--- src/design/dwq_pkg.sv ---
package dwq_pkg;

  // Command codes
  localparam logic [1:0] KIND_ADD    = 2'd0;
  localparam logic [1:0] KIND_CANCEL = 2'd1;
  localparam logic [1:0] KIND_TICK   = 2'd2;

  // Result status codes
  localparam logic STATUS_DONE   = 1'b0;
  localparam logic STATUS_REJECT = 1'b1;

  // Configuration register indexes and reset values
  localparam int CFG_IDX_W  = 1;
  localparam int CFG_DATA_W = 17;
  localparam logic [CFG_IDX_W-1:0] CFG_TPS      = 1'd0;
  localparam logic [CFG_IDX_W-1:0] CFG_INTERVAL = 1'd1;
  localparam logic [16:0] TPS_RESET      = 17'd1000;
  localparam logic [15:0] INTERVAL_RESET = 16'd250;

  // Results per service pass
  localparam int MAX_RESULTS = 32;
  localparam int RES_CNT_W   = $clog2(MAX_RESULTS + 1);

  typedef struct packed {
    logic [1:0]  kind;
    logic [7:0]  work_id;
    logic [11:0] delay_seconds;
  } cmd_t;

  typedef struct packed {
    logic [7:0] out_id;
    logic       status;
    logic       last;
  } res_t;

  typedef struct packed {
    logic [7:0]  id;
    logic [31:0] deadline;
  } tentry_t;

  // a strictly before b, wrap-aware
  function automatic logic is_before(input logic [31:0] a, input logic [31:0] b);
    logic [31:0] d;
    d = a - b;
    return d[31];
  endfunction

endpackage

--- src/design/dwq_ram.sv ---
module dwq_ram #(
  parameter int W = 8,
  parameter int D = 16
) (
  input  logic                 clk,
  input  logic                 we,
  input  logic [$clog2(D)-1:0] waddr,
  input  logic [W-1:0]         wdata,
  input  logic                 re,
  input  logic [$clog2(D)-1:0] raddr,
  output logic [W-1:0]         rdata
);

  logic [W-1:0] mem [D];

  // Write port
  always_ff @(posedge clk) begin
    if (we) begin
      mem[waddr] <= wdata;
    end
  end

  // Registered read port, data holds while idle
  always_ff @(posedge clk) begin
    if (re) begin
      rdata <= mem[raddr];
    end
  end

endmodule

--- src/design/dwq_ctrl.sv ---
module dwq_ctrl #(
  parameter int TIMED_DEPTH     = 16,
  parameter int IMMEDIATE_DEPTH = 16
) (
  input  logic                               clk,
  input  logic                               rst,
  input  logic [16:0]                        tps,
  input  logic [15:0]                        interval,
  input  logic                               cmd_valid,
  output logic                               cmd_stall,
  input  dwq_pkg::cmd_t                      cmd,
  output logic                               res_valid,
  input  logic                               res_stall,
  output dwq_pkg::res_t                      res,
  output logic                               t_we,
  output logic [$clog2(TIMED_DEPTH)-1:0]     t_waddr,
  output dwq_pkg::tentry_t                   t_wdata,
  output logic                               t_re,
  output logic [$clog2(TIMED_DEPTH)-1:0]     t_raddr,
  input  dwq_pkg::tentry_t                   t_rdata,
  output logic                               i_we,
  output logic [$clog2(IMMEDIATE_DEPTH)-1:0] i_waddr,
  output logic [7:0]                         i_wdata,
  output logic                               i_re,
  output logic [$clog2(IMMEDIATE_DEPTH)-1:0] i_raddr,
  input  logic [7:0]                         i_rdata
);

  localparam int TAW  = $clog2(TIMED_DEPTH);
  localparam int IAW  = $clog2(IMMEDIATE_DEPTH);
  localparam int MAXD = (TIMED_DEPTH > IMMEDIATE_DEPTH) ? TIMED_DEPTH : IMMEDIATE_DEPTH;
  localparam int IW   = $clog2(MAXD + 1);
  localparam int TCW  = $clog2(TIMED_DEPTH + 1);
  localparam int ICW  = $clog2(IMMEDIATE_DEPTH + 1);

  typedef enum logic [17:0] {
    S_IDLE    = 18'h00001,
    S_DECODE  = 18'h00002,
    S_RM_RD   = 18'h00004,
    S_RM_EV   = 18'h00008,
    S_ADD     = 18'h00010,
    S_REJ     = 18'h00020,
    S_FIND_RD = 18'h00040,
    S_FIND_EV = 18'h00080,
    S_SHIFT   = 18'h00100,
    S_SH_EV   = 18'h00200,
    S_INS     = 18'h00400,
    S_P_IRD   = 18'h00800,
    S_P_IEV   = 18'h01000,
    S_P_TRD   = 18'h02000,
    S_P_TEV   = 18'h04000,
    S_C_RD    = 18'h08000,
    S_C_EV    = 18'h10000,
    S_FLUSH   = 18'h20000
  } state_t;

  state_t                           state;
  dwq_pkg::cmd_t                    item;
  logic [28:0]                      prod;
  logic [31:0]                      when_t;
  logic [31:0]                      time_now;
  logic [15:0]                      interval_count;
  logic                             pending;
  logic [TCW-1:0]                   tcount;
  logic [ICW-1:0]                   icount;
  logic                             sel;
  logic                             found;
  logic [IW-1:0]                    idx;
  logic [IW-1:0]                    pos;
  logic [IW-1:0]                    drained;
  logic [dwq_pkg::RES_CNT_W-1:0]    nres;
  logic                             hv;
  logic [7:0]                       hid;

  logic                             can_emit;
  logic                             emit_en;
  dwq_pkg::res_t                    emit_item;
  logic [IW-1:0]                    idx_m1;
  logic [IW-1:0]                    idx_c;
  logic [IW-1:0]                    cur_count;
  logic [7:0]                       cur_id;
  logic [15:0]                      icnt_inc;
  logic                             due;
  logic                             cap_hit;

  assign cmd_stall = (state != S_IDLE);
  assign can_emit  = !res_valid || !res_stall;
  assign idx_m1    = idx - 1'b1;
  assign idx_c     = idx - drained;
  assign cur_count = sel ? IW'(icount) : IW'(tcount);
  assign cur_id    = sel ? i_rdata : t_rdata.id;
  assign icnt_inc  = interval_count + 16'd1;
  assign due       = !dwq_pkg::is_before(time_now, t_rdata.deadline);
  assign cap_hit   = (nres == dwq_pkg::RES_CNT_W'(dwq_pkg::MAX_RESULTS));

  // Memory port and result drive per state
  always_comb begin
    t_we      = 1'b0;
    t_waddr   = idx[TAW-1:0];
    t_wdata   = t_rdata;
    t_re      = 1'b0;
    t_raddr   = idx[TAW-1:0];
    i_we      = 1'b0;
    i_waddr   = idx_m1[IAW-1:0];
    i_wdata   = i_rdata;
    i_re      = 1'b0;
    i_raddr   = idx[IAW-1:0];
    emit_en   = 1'b0;
    emit_item = '{out_id: hid, status: dwq_pkg::STATUS_DONE, last: 1'b0};
    unique case (state)
      S_RM_RD: begin
        if (idx != cur_count) begin
          t_re = !sel;
          i_re = sel;
        end
      end
      S_RM_EV: begin
        if (found) begin
          t_we    = !sel;
          t_waddr = idx_m1[TAW-1:0];
          i_we    = sel;
        end
      end
      S_ADD: begin
        if (item.delay_seconds == 12'd0 && icount != ICW'(IMMEDIATE_DEPTH)) begin
          i_we    = 1'b1;
          i_waddr = icount[IAW-1:0];
          i_wdata = item.work_id;
        end
      end
      S_REJ: begin
        emit_en   = can_emit;
        emit_item = '{out_id: item.work_id, status: dwq_pkg::STATUS_REJECT, last: 1'b1};
      end
      S_FIND_RD: begin
        t_re = (idx != IW'(tcount));
      end
      S_SHIFT: begin
        t_re    = (idx != pos);
        t_raddr = idx_m1[TAW-1:0];
      end
      S_SH_EV: begin
        t_we = 1'b1;
      end
      S_INS: begin
        t_we    = 1'b1;
        t_waddr = pos[TAW-1:0];
        t_wdata = '{id: item.work_id, deadline: when_t};
      end
      S_P_IRD: begin
        i_re = (idx != IW'(icount));
      end
      S_P_IEV: begin
        emit_en = hv && can_emit;
      end
      S_P_TRD: begin
        t_re = (idx != IW'(tcount));
      end
      S_P_TEV: begin
        emit_en = due && !cap_hit && hv && can_emit;
      end
      S_C_RD: begin
        t_re = (idx != IW'(tcount)) && (drained != '0);
      end
      S_C_EV: begin
        t_we    = 1'b1;
        t_waddr = idx_c[TAW-1:0];
      end
      S_FLUSH: begin
        emit_en        = hv && can_emit;
        emit_item.last = 1'b1;
      end
      default: ;
    endcase
  end

  // Result register: load on emit, drop when taken
  always_ff @(posedge clk) begin
    if (rst) begin
      res_valid <= 1'b0;
    end else if (emit_en) begin
      res_valid <= 1'b1;
    end else if (!res_stall) begin
      res_valid <= 1'b0;
    end
  end

  always_ff @(posedge clk) begin
    if (emit_en) begin
      res <= emit_item;
    end
  end

  // Sequencer
  always_ff @(posedge clk) begin
    if (rst) begin
      state          <= S_IDLE;
      time_now       <= '0;
      interval_count <= '0;
      pending        <= 1'b0;
      tcount         <= '0;
      icount         <= '0;
      hv             <= 1'b0;
    end else begin
      unique case (state)
        S_IDLE: begin
          if (cmd_valid) begin
            item  <= cmd;
            prod  <= 29'(cmd.delay_seconds) * 29'(tps);
            state <= S_DECODE;
          end
        end
        S_DECODE: begin
          sel   <= 1'b0;
          idx   <= '0;
          found <= 1'b0;
          case (item.kind)
            dwq_pkg::KIND_ADD, dwq_pkg::KIND_CANCEL: state <= S_RM_RD;
            dwq_pkg::KIND_TICK: begin
              time_now <= time_now + 32'd1;
              if (icnt_inc >= interval) begin
                interval_count <= '0;
              end else begin
                interval_count <= icnt_inc;
              end
              if (pending || icnt_inc >= interval) begin
                pending <= 1'b0;
                nres    <= '0;
                state   <= S_P_IRD;
              end else begin
                state <= S_IDLE;
              end
            end
            default: state <= S_IDLE;
          endcase
        end
        S_RM_RD: begin
          if (idx == cur_count) begin
            if (found && !sel) tcount <= tcount - 1'b1;
            if (found && sel) icount <= icount - 1'b1;
            idx   <= '0;
            found <= 1'b0;
            if (!sel) begin
              sel   <= 1'b1;
            end else if (item.kind == dwq_pkg::KIND_CANCEL) begin
              state <= S_IDLE;
            end else begin
              state <= S_ADD;
            end
          end else begin
            state <= S_RM_EV;
          end
        end
        S_RM_EV: begin
          if (!found && cur_id == item.work_id) found <= 1'b1;
          idx   <= idx + 1'b1;
          state <= S_RM_RD;
        end
        S_ADD: begin
          when_t <= time_now + 32'(prod);
          idx    <= '0;
          if (item.delay_seconds == 12'd0) begin
            if (icount == ICW'(IMMEDIATE_DEPTH)) begin
              state <= S_REJ;
            end else begin
              icount  <= icount + 1'b1;
              pending <= 1'b1;
              state   <= S_IDLE;
            end
          end else if (tcount == TCW'(TIMED_DEPTH)) begin
            state <= S_REJ;
          end else begin
            state <= S_FIND_RD;
          end
        end
        S_REJ: begin
          if (can_emit) state <= S_IDLE;
        end
        S_FIND_RD: begin
          if (idx == IW'(tcount)) begin
            pos   <= idx;
            state <= S_SHIFT;
          end else begin
            state <= S_FIND_EV;
          end
        end
        S_FIND_EV: begin
          if (dwq_pkg::is_before(when_t, t_rdata.deadline)) begin
            pos   <= idx;
            idx   <= IW'(tcount);
            state <= S_SHIFT;
          end else begin
            idx   <= idx + 1'b1;
            state <= S_FIND_RD;
          end
        end
        S_SHIFT: begin
          state <= (idx == pos) ? S_INS : S_SH_EV;
        end
        S_SH_EV: begin
          idx   <= idx_m1;
          state <= S_SHIFT;
        end
        S_INS: begin
          tcount <= tcount + 1'b1;
          state  <= S_IDLE;
        end
        S_P_IRD: begin
          if (idx == IW'(icount)) begin
            icount <= '0;
            idx    <= '0;
            state  <= S_P_TRD;
          end else begin
            state <= S_P_IEV;
          end
        end
        S_P_IEV: begin
          if (!hv || can_emit) begin
            hv    <= 1'b1;
            hid   <= i_rdata;
            nres  <= nres + 1'b1;
            idx   <= idx + 1'b1;
            state <= S_P_IRD;
          end
        end
        S_P_TRD: begin
          if (idx == IW'(tcount)) begin
            drained <= idx;
            state   <= S_C_RD;
          end else begin
            state <= S_P_TEV;
          end
        end
        S_P_TEV: begin
          if (!due) begin
            drained <= idx;
            state   <= S_C_RD;
          end else if (cap_hit) begin
            pending <= 1'b1;
            drained <= idx;
            state   <= S_C_RD;
          end else if (!hv || can_emit) begin
            hv    <= 1'b1;
            hid   <= t_rdata.id;
            nres  <= nres + 1'b1;
            idx   <= idx + 1'b1;
            state <= S_P_TRD;
          end
        end
        S_C_RD: begin
          if (idx == IW'(tcount) || drained == '0) begin
            tcount <= tcount - TCW'(drained);
            state  <= S_FLUSH;
          end else begin
            state <= S_C_EV;
          end
        end
        S_C_EV: begin
          idx   <= idx + 1'b1;
          state <= S_C_RD;
        end
        S_FLUSH: begin
          if (!hv) begin
            state <= S_IDLE;
          end else if (can_emit) begin
            hv    <= 1'b0;
            state <= S_IDLE;
          end
        end
        default: state <= S_IDLE;
      endcase
    end
  end

endmodule

--- src/design/deadline_work_queue.sv ---
// Deferred-work scheduler. Each command (add, cancel, tick) is taken when
// the block is idle and worked through by a sequencer over two synchronous
// memories, the deadline-sorted timed list and the immediate list, with one
// read a cycle and registered read data. A cancel and an add scan both
// lists entry by entry; a timed add also scans for its place and moves the
// later entries up; a service pass compacts the timed entries left behind
// through the same memory port. Results leave through an output register,
// one per cycle at most, and a pass gives at most 32 of them; the final
// result of each command carries last. No clearing pass follows reset.
module deadline_work_queue #(
  parameter int TIMED_DEPTH     = 16,
  parameter int IMMEDIATE_DEPTH = 16
) (
  input  logic                             clk,
  input  logic                             rst,
  input  logic                             cfg_we,
  input  logic [dwq_pkg::CFG_IDX_W-1:0]    cfg_index,
  input  logic [dwq_pkg::CFG_DATA_W-1:0]   cfg_data,
  input  logic                             cmd_valid,
  output logic                             cmd_stall,
  input  dwq_pkg::cmd_t                    cmd,
  output logic                             res_valid,
  input  logic                             res_stall,
  output dwq_pkg::res_t                    res
);

  localparam int TAW = $clog2(TIMED_DEPTH);
  localparam int IAW = $clog2(IMMEDIATE_DEPTH);

  logic [16:0]      tps;
  logic [15:0]      interval;
  logic             t_we;
  logic [TAW-1:0]   t_waddr;
  dwq_pkg::tentry_t t_wdata;
  logic             t_re;
  logic [TAW-1:0]   t_raddr;
  dwq_pkg::tentry_t t_rdata;
  logic             i_we;
  logic [IAW-1:0]   i_waddr;
  logic [7:0]       i_wdata;
  logic             i_re;
  logic [IAW-1:0]   i_raddr;
  logic [7:0]       i_rdata;

  // Configuration registers
  always_ff @(posedge clk) begin
    if (rst) begin
      tps      <= dwq_pkg::TPS_RESET;
      interval <= dwq_pkg::INTERVAL_RESET;
    end else if (cfg_we) begin
      unique case (cfg_index)
        dwq_pkg::CFG_TPS:      tps      <= cfg_data[16:0];
        dwq_pkg::CFG_INTERVAL: interval <= cfg_data[15:0];
        default: ;
      endcase
    end
  end

  dwq_ctrl #(
    .TIMED_DEPTH     (TIMED_DEPTH),
    .IMMEDIATE_DEPTH (IMMEDIATE_DEPTH)
  ) u_ctrl (
    .clk       (clk),
    .rst       (rst),
    .tps       (tps),
    .interval  (interval),
    .cmd_valid (cmd_valid),
    .cmd_stall (cmd_stall),
    .cmd       (cmd),
    .res_valid (res_valid),
    .res_stall (res_stall),
    .res       (res),
    .t_we      (t_we),
    .t_waddr   (t_waddr),
    .t_wdata   (t_wdata),
    .t_re      (t_re),
    .t_raddr   (t_raddr),
    .t_rdata   (t_rdata),
    .i_we      (i_we),
    .i_waddr   (i_waddr),
    .i_wdata   (i_wdata),
    .i_re      (i_re),
    .i_raddr   (i_raddr),
    .i_rdata   (i_rdata)
  );

  dwq_ram #(
    .W ($bits(dwq_pkg::tentry_t)),
    .D (TIMED_DEPTH)
  ) u_timed_ram (
    .clk   (clk),
    .we    (t_we),
    .waddr (t_waddr),
    .wdata (t_wdata),
    .re    (t_re),
    .raddr (t_raddr),
    .rdata (t_rdata)
  );

  dwq_ram #(
    .W (8),
    .D (IMMEDIATE_DEPTH)
  ) u_imm_ram (
    .clk   (clk),
    .we    (i_we),
    .waddr (i_waddr),
    .wdata (i_wdata),
    .re    (i_re),
    .raddr (i_raddr),
    .rdata (i_rdata)
  );

endmodule

--- config.mk ---
export PLATFORM = sky130hd
export DESIGN_NAME = deadline_work_queue
export DESIGN_NICKNAME = d
export VERILOG_FILES = /design/src/design/dwq_pkg.sv /design/src/design/dwq_ram.sv /design/src/design/dwq_ctrl.sv /design/src/design/deadline_work_queue.sv
export SDC_FILE = /design/constraint.sdc
export NUM_CORES = 2
export LEC_CHECK = 0
export ABC_CLOCK_PERIOD_IN_PS = 8800
export BUFFER_PORTS_ARGS = -buffer_cell sky130_fd_sc_hd__buf_2
export CAP_MARGIN = 20
export CORE_ASPECT_RATIO = 1.25
export CORE_MARGIN = 5
export CORE_UTILIZATION = 55
export DETAILED_ROUTE_END_ITERATION = 8
export GPL_TIMING_DRIVEN = 0
export PLACE_DENSITY = 0.8
export SYNTH_ARGS = -nofsm -noshare
export SYNTH_HDL_FRONTEND = slang
export SYNTH_SLANG_ARGS = --single-unit
--- constraint.sdc ---
create_clock -name clk -period 8.8 [get_ports clk]
set_input_delay 0.88 -clock clk [delete_from_list [all_inputs] [get_ports clk]]
set_output_delay 0.88 -clock clk [all_outputs]
set_load 0.01 [all_outputs]
==> run summary <==
Each instance of the synthesized netlist takes up on average 11.7 um2. Summing all multi-input logic gate instances after layout gives 19500 um2. The total chip power is 0.0116 W. The total CTS buffers came out at 98. Measured along the x axis, the die boundary spans 284 um. Entering global routing, the biggest net connects 33 pins. For the clock skew, the log shows 0.0275 ns. The die covers 100000 um2. Setup repair after global routing left no endpoint under its margin. No sink is reached through more buffers than the 3 on the longest clock path.

Along the worst path, the maximum fanout reaches 10. The initial antenna violation count is 2. For the final layout net count, the log shows 5027. The cell count of the worst hold path is 1, and the die outline height is 353 um.

After clock tree synthesis, the clock-pin slew on the worst setup and hold paths is 0.06 ns. The biggest cell delay along the critical path was 0.55 ns. In the synthesized netlist, the cells that appear most often are 956 x sky130_fd_sc_hd__nand2_1, 940 x sky130_fd_sc_hd__edfxtp_1, 290 x sky130_fd_sc_hd__nand3_1. The run finished with clean final reports. The beginning of the worst hold path was cmd[21]. The tools report the max-slew violation total from the final report as 0. Signal routing reaches up to met5.

The remaining antenna violation count after routing was 0; the detailed-routing wirelength on met1 was 48000 um. 0 antenna diodes ended up in the layout. Global routing used 26.5% of the available tracks.

By instance count, the leading cell after synthesis is sky130_fd_sc_hd__nand2_1. Walking the worst path, the cells encountered are buf_2 -> clkbuf_1 -> clkbuf_1 -> nand2_1 -> fa_1 -> fa_1 -> inv_1 -> fa_1 -> fa_1 -> inv_1 -> fa_1 -> inv_1 -> ha_1 -> a21oi_1 -> o221ai_1 -> a221oi_1 -> o21ai_1 -> nand2_1 -> a21oi_1 -> o41ai_1 -> o21bai_1 -> a21oi_1 -> xnor2_1. Adding up every negative setup slack in the final design gives 0 ns. Wire segments on met2 add up to 68600 um in the final route. The run gives 30500 um2 as the register area. The count of cell types in the netlist was 84. After synthesis the netlist holds a flip-flop and latch count of 1052.

The tools report the leakage power summed over all cells as 21.8 nW. For this run, design rule violations remaining after detail routing come to 0. The layout overhead on the synthesized area came out at 11.2%. The final count of hold timing violations came out at 0. STA classifies the critical path startpoint as an input port.

57 I/O pins were placed. Predominant post-synthesis flop cell: sky130_fd_sc_hd__edfxtp_1. The depth of the most critical reg-to-reg path came out at 21. In this run the critical register-to-register path is launched from tps[9].

The logs give 9.21 ns for the critical path data required time and 7.30 ns for the arrival time of data at the critical path endpoint. Starting density of the core: 55.5%. TritonCTS built the clock tree.

Before antenna repair, the detailed router went through 9 iterations. The final critical path takes up 78.2% of the cycle. For the total clock sinks, the log shows 1052. The number of buffers added on ports is 55. The first global-routing pass estimated 208000 um of wire. The startpoint-to-endpoint class of the critical path was input port to register. The run gives 3 as the level count of the clock H-tree.

In the synthesized netlist the async set-or-reset flop fraction comes to 0%. In this run the standard cell core region covers 93200 um2. For this block, the routed nets add up to 136000 um of wire. Counting every instance in the synthesized netlist gives 4424. For this run, the number of standard cells in the final layout without fillers is 5930. The number of DRC violations after detailed-routing iteration 0 came out at 4337. In this run the tightest slew margin relative to its limit is 20.1%. Timing analysis after detailed placement gives a worst setup slack of 1.19 ns. The run gives 0.68 ns as the clock insertion delay at the later pin of the skew report.

The post-synthesis instance area came out at 51700 um2. Across the run, the number of max-cap violations was 0. The highest ir drop seen on vdd is 0.187 mV. The number of nets in the synthesized netlist is 4811. For the pin with the worst max-slew slack, the measured transition is 1.20 ns. Summed over all nets, wire length on met3 after detailed routing comes to 12200 um.

The number of global-route vias before repair was 37100. The internal reg-to-reg setup slack is 2.16 ns. Of the synthesized area, sequential elements account for 58.9%. Dividing total power by cell area gives a power density of 201 nW/um2. The path class of the tightest hold or removal check is input port to register.

STA classifies the critical path endpoint as a register. Row generation in the floorplan step produced 125 rows. The total overflow left after global routing is 0. The most numerous cell type found on the critical path is sky130_fd_sc_hd__fa_1. In the final routed layout, each cell accounts on average for 23.0 um. The number of flops mapped to enable cells by yosys was 940.

The buffers inserted during post-CTS setup optimization is 0. The logs give 1.91 ns for the final worst-path setup slack and 0 for the total of warnings raised by yosys. For hold timing, the worst endpoint is u_ctrl.item[21]. The top cell type by area accounts for 54.6% of the synthesized area. Cells with a size suffix above 1 make up 8.00% of the layout. For this design, the slowest cell found on the critical path is sky130_fd_sc_hd__fa_1.

Setup violations remaining at the end of the flow were counted as 0. Once the clock tree was built, the resizer swapped 0 gates to a different size. The congestion estimate from routability-driven global placement came to 0.925.

After filler insertion, the fill cell instance count of the layout stands at 6840. The worst register-to-register path ends at u_ctrl.prod[28]. Ranked by total cell area, the synthesized netlist is headed by sky130_fd_sc_hd__edfxtp_1 55%, sky130_fd_sc_hd__nand2_1 6.9%, sky130_fd_sc_hd__fa_1 6.0%. For this run, the top clock speed supported by timing is 145 MHz. The biggest area contributor in the post-synthesis netlist is sky130_fd_sc_hd__edfxtp_1. On the final layout, the worst hold slack is 0.382 ns.

Subtracting the final worst setup slack from the clock period gives 6.89 ns. The detailed router placed 36300 vias in this run. In this run, post-CTS hold repair placed 0 buffers. The HPWL reported at the end of detailed placement is 97300 um.

The run gives 5746 as the post-placement cell count. In the routed layout, each cell is associated on average with a via count of 6.12. The cell sitting at the root of the clock tree is a sky130_fd_sc_hd__clkbuf_16.
[state kept, by name, indices dropped and copies added, names as in the netlist, 18 cells and up]
| register | cells |
|---|---|
| u_timed_ram.mem | 640 |
| u_ctrl.when_t | 32 |
| u_ctrl.prod | 29 |
| u_timed_ram.rdata | 40 |
| u_ctrl.state | 18 |
| u_ctrl.item | 22 |
| u_ctrl.time_now | 32 |
| u_imm_ram.mem | 128 |
[worst max-delay path: cells and delay by family]
kind	cells	cell delay (ns)
XOR/XNOR	1	0.13
AND/OR/NAND/NOR	2	0.28
AO/OA/AOI/OAI	8	2.01
adder cells (fa/ha/maj)	6	2.91
buffers and inverters	6	1.08
[per-stage QoR]
step | instance area (um2) | util [%]
after CTS | 57500 | 61.7
final | 57500 | 61.7
after floorplan | 51700 | -
after detailed placement | 54400 | 58.4
after global placement | 53500 | 57.4
after global routing | 57500 | 61.7
[area by class of cell]
| cell class | count | share of cell area [%] |
|---|---|---|
| Clock buffer | 118 | 4.54 |
| Inverter | 276 | 1.80 |
| Sequential cell | 1052 | 53.0 |
| Buffer | 210 | 1.47 |
| Timing Repair Buffer | 116 | 1.75 |
| Tap cell | 1206 | 2.62 |
| Clock inverter | 66 | 0.915 |
| Multi-Input combinational cell | 2886 | 33.9 |
[power breakdown]
group          total [W]  switching [W]  internal, W
Clock            0.00419        0.00189      0.00231
Sequential       0.00555      0.0000288      0.00552
Combinational    0.00183        0.00107     0.000761
Total             0.0116        0.00299      0.00859
[worst max-delay path by stage]
stage	startpoint	endpoint	slack [ns]
2_1_floorplan	cmd[5]	u_ctrl.prod[28]	2.32
4_1_cts	cmd[5]	u_ctrl.prod[28]	1.90
3_3_place_gp	u_ctrl.state[1]	u_ctrl.prod[24]	0.36
5_1_grt	cmd[5]	u_ctrl.prod[28]	1.46
6_report	cmd[5]	u_ctrl.prod[28]	1.91
3_5_place_dp	cmd[5]	u_ctrl.prod[28]	1.19
[kinds of logic after synthesis]
| family | share of synthesized area [%] |
|---|---|
| DFF | 58.9 |
| and+or+nand+nor | 15.8 |
| AOI/OAI and AO/OA | 5.96 |
| muxes | 2.79 |
| buffers and inverters | 3.64 |
| adders and majority gates | 10.5 |
| xor gates and xnor gates | 2.38 |
[metal layers]
metal | track usage (%) | vias to the layer above
met2 | 46.6 | 2204
met5 | 0 | -
met3 | 4.24 | 513
met1 | 31.8 | 17500
li1 | - | 16100
met4 | 13.3 | 2
[cell usage in the layout, fill, tap and decap left out, types with 14 or more instances in the layout]
cell	instances
sky130_fd_sc_hd__buf_1	23
sky130_fd_sc_hd__nand2b_1	24
sky130_fd_sc_hd__inv_1	276
sky130_fd_sc_hd__nand2_1	956
sky130_fd_sc_hd__xor2_1	60
sky130_fd_sc_hd__clkbuf_1	169
sky130_fd_sc_hd__o21ai_0	83
sky130_fd_sc_hd__mux2i_1	88
sky130_fd_sc_hd__nor3_1	24
sky130_fd_sc_hd__buf_12	14
sky130_fd_sc_hd__fa_1	154
sky130_fd_sc_hd__buf_4	17
sky130_fd_sc_hd__clkbuf_16	101
sky130_fd_sc_hd__nor4_1	14
sky130_fd_sc_hd__dfxtp_1	112
sky130_fd_sc_hd__nor2b_1	17
sky130_fd_sc_hd__nand3_1	290
sky130_fd_sc_hd__edfxtp_1	940
sky130_fd_sc_hd__a21o_1	45
sky130_fd_sc_hd__nor2_4	18
sky130_fd_sc_hd__clkinv_2	21
sky130_fd_sc_hd__o21ai_1	59
sky130_fd_sc_hd__a21oi_1	143
sky130_fd_sc_hd__a211oi_1	18
sky130_fd_sc_hd__clkinv_1	21
sky130_fd_sc_hd__mux4_2	16
sky130_fd_sc_hd__ha_1	188
sky130_fd_sc_hd__nor2_1	165
sky130_fd_sc_hd__mux2_2	18
sky130_fd_sc_hd__and2_1	84
sky130_fd_sc_hd__xnor2_1	79
sky130_fd_sc_hd__buf_2	100
sky130_fd_sc_hd__and3_1	20
sky130_fd_sc_hd__nand3b_1	27
sky130_fd_sc_hd__a32oi_1	42
sky130_fd_sc_hd__nand4_1	99
Power figures use the tool's default switching activity.
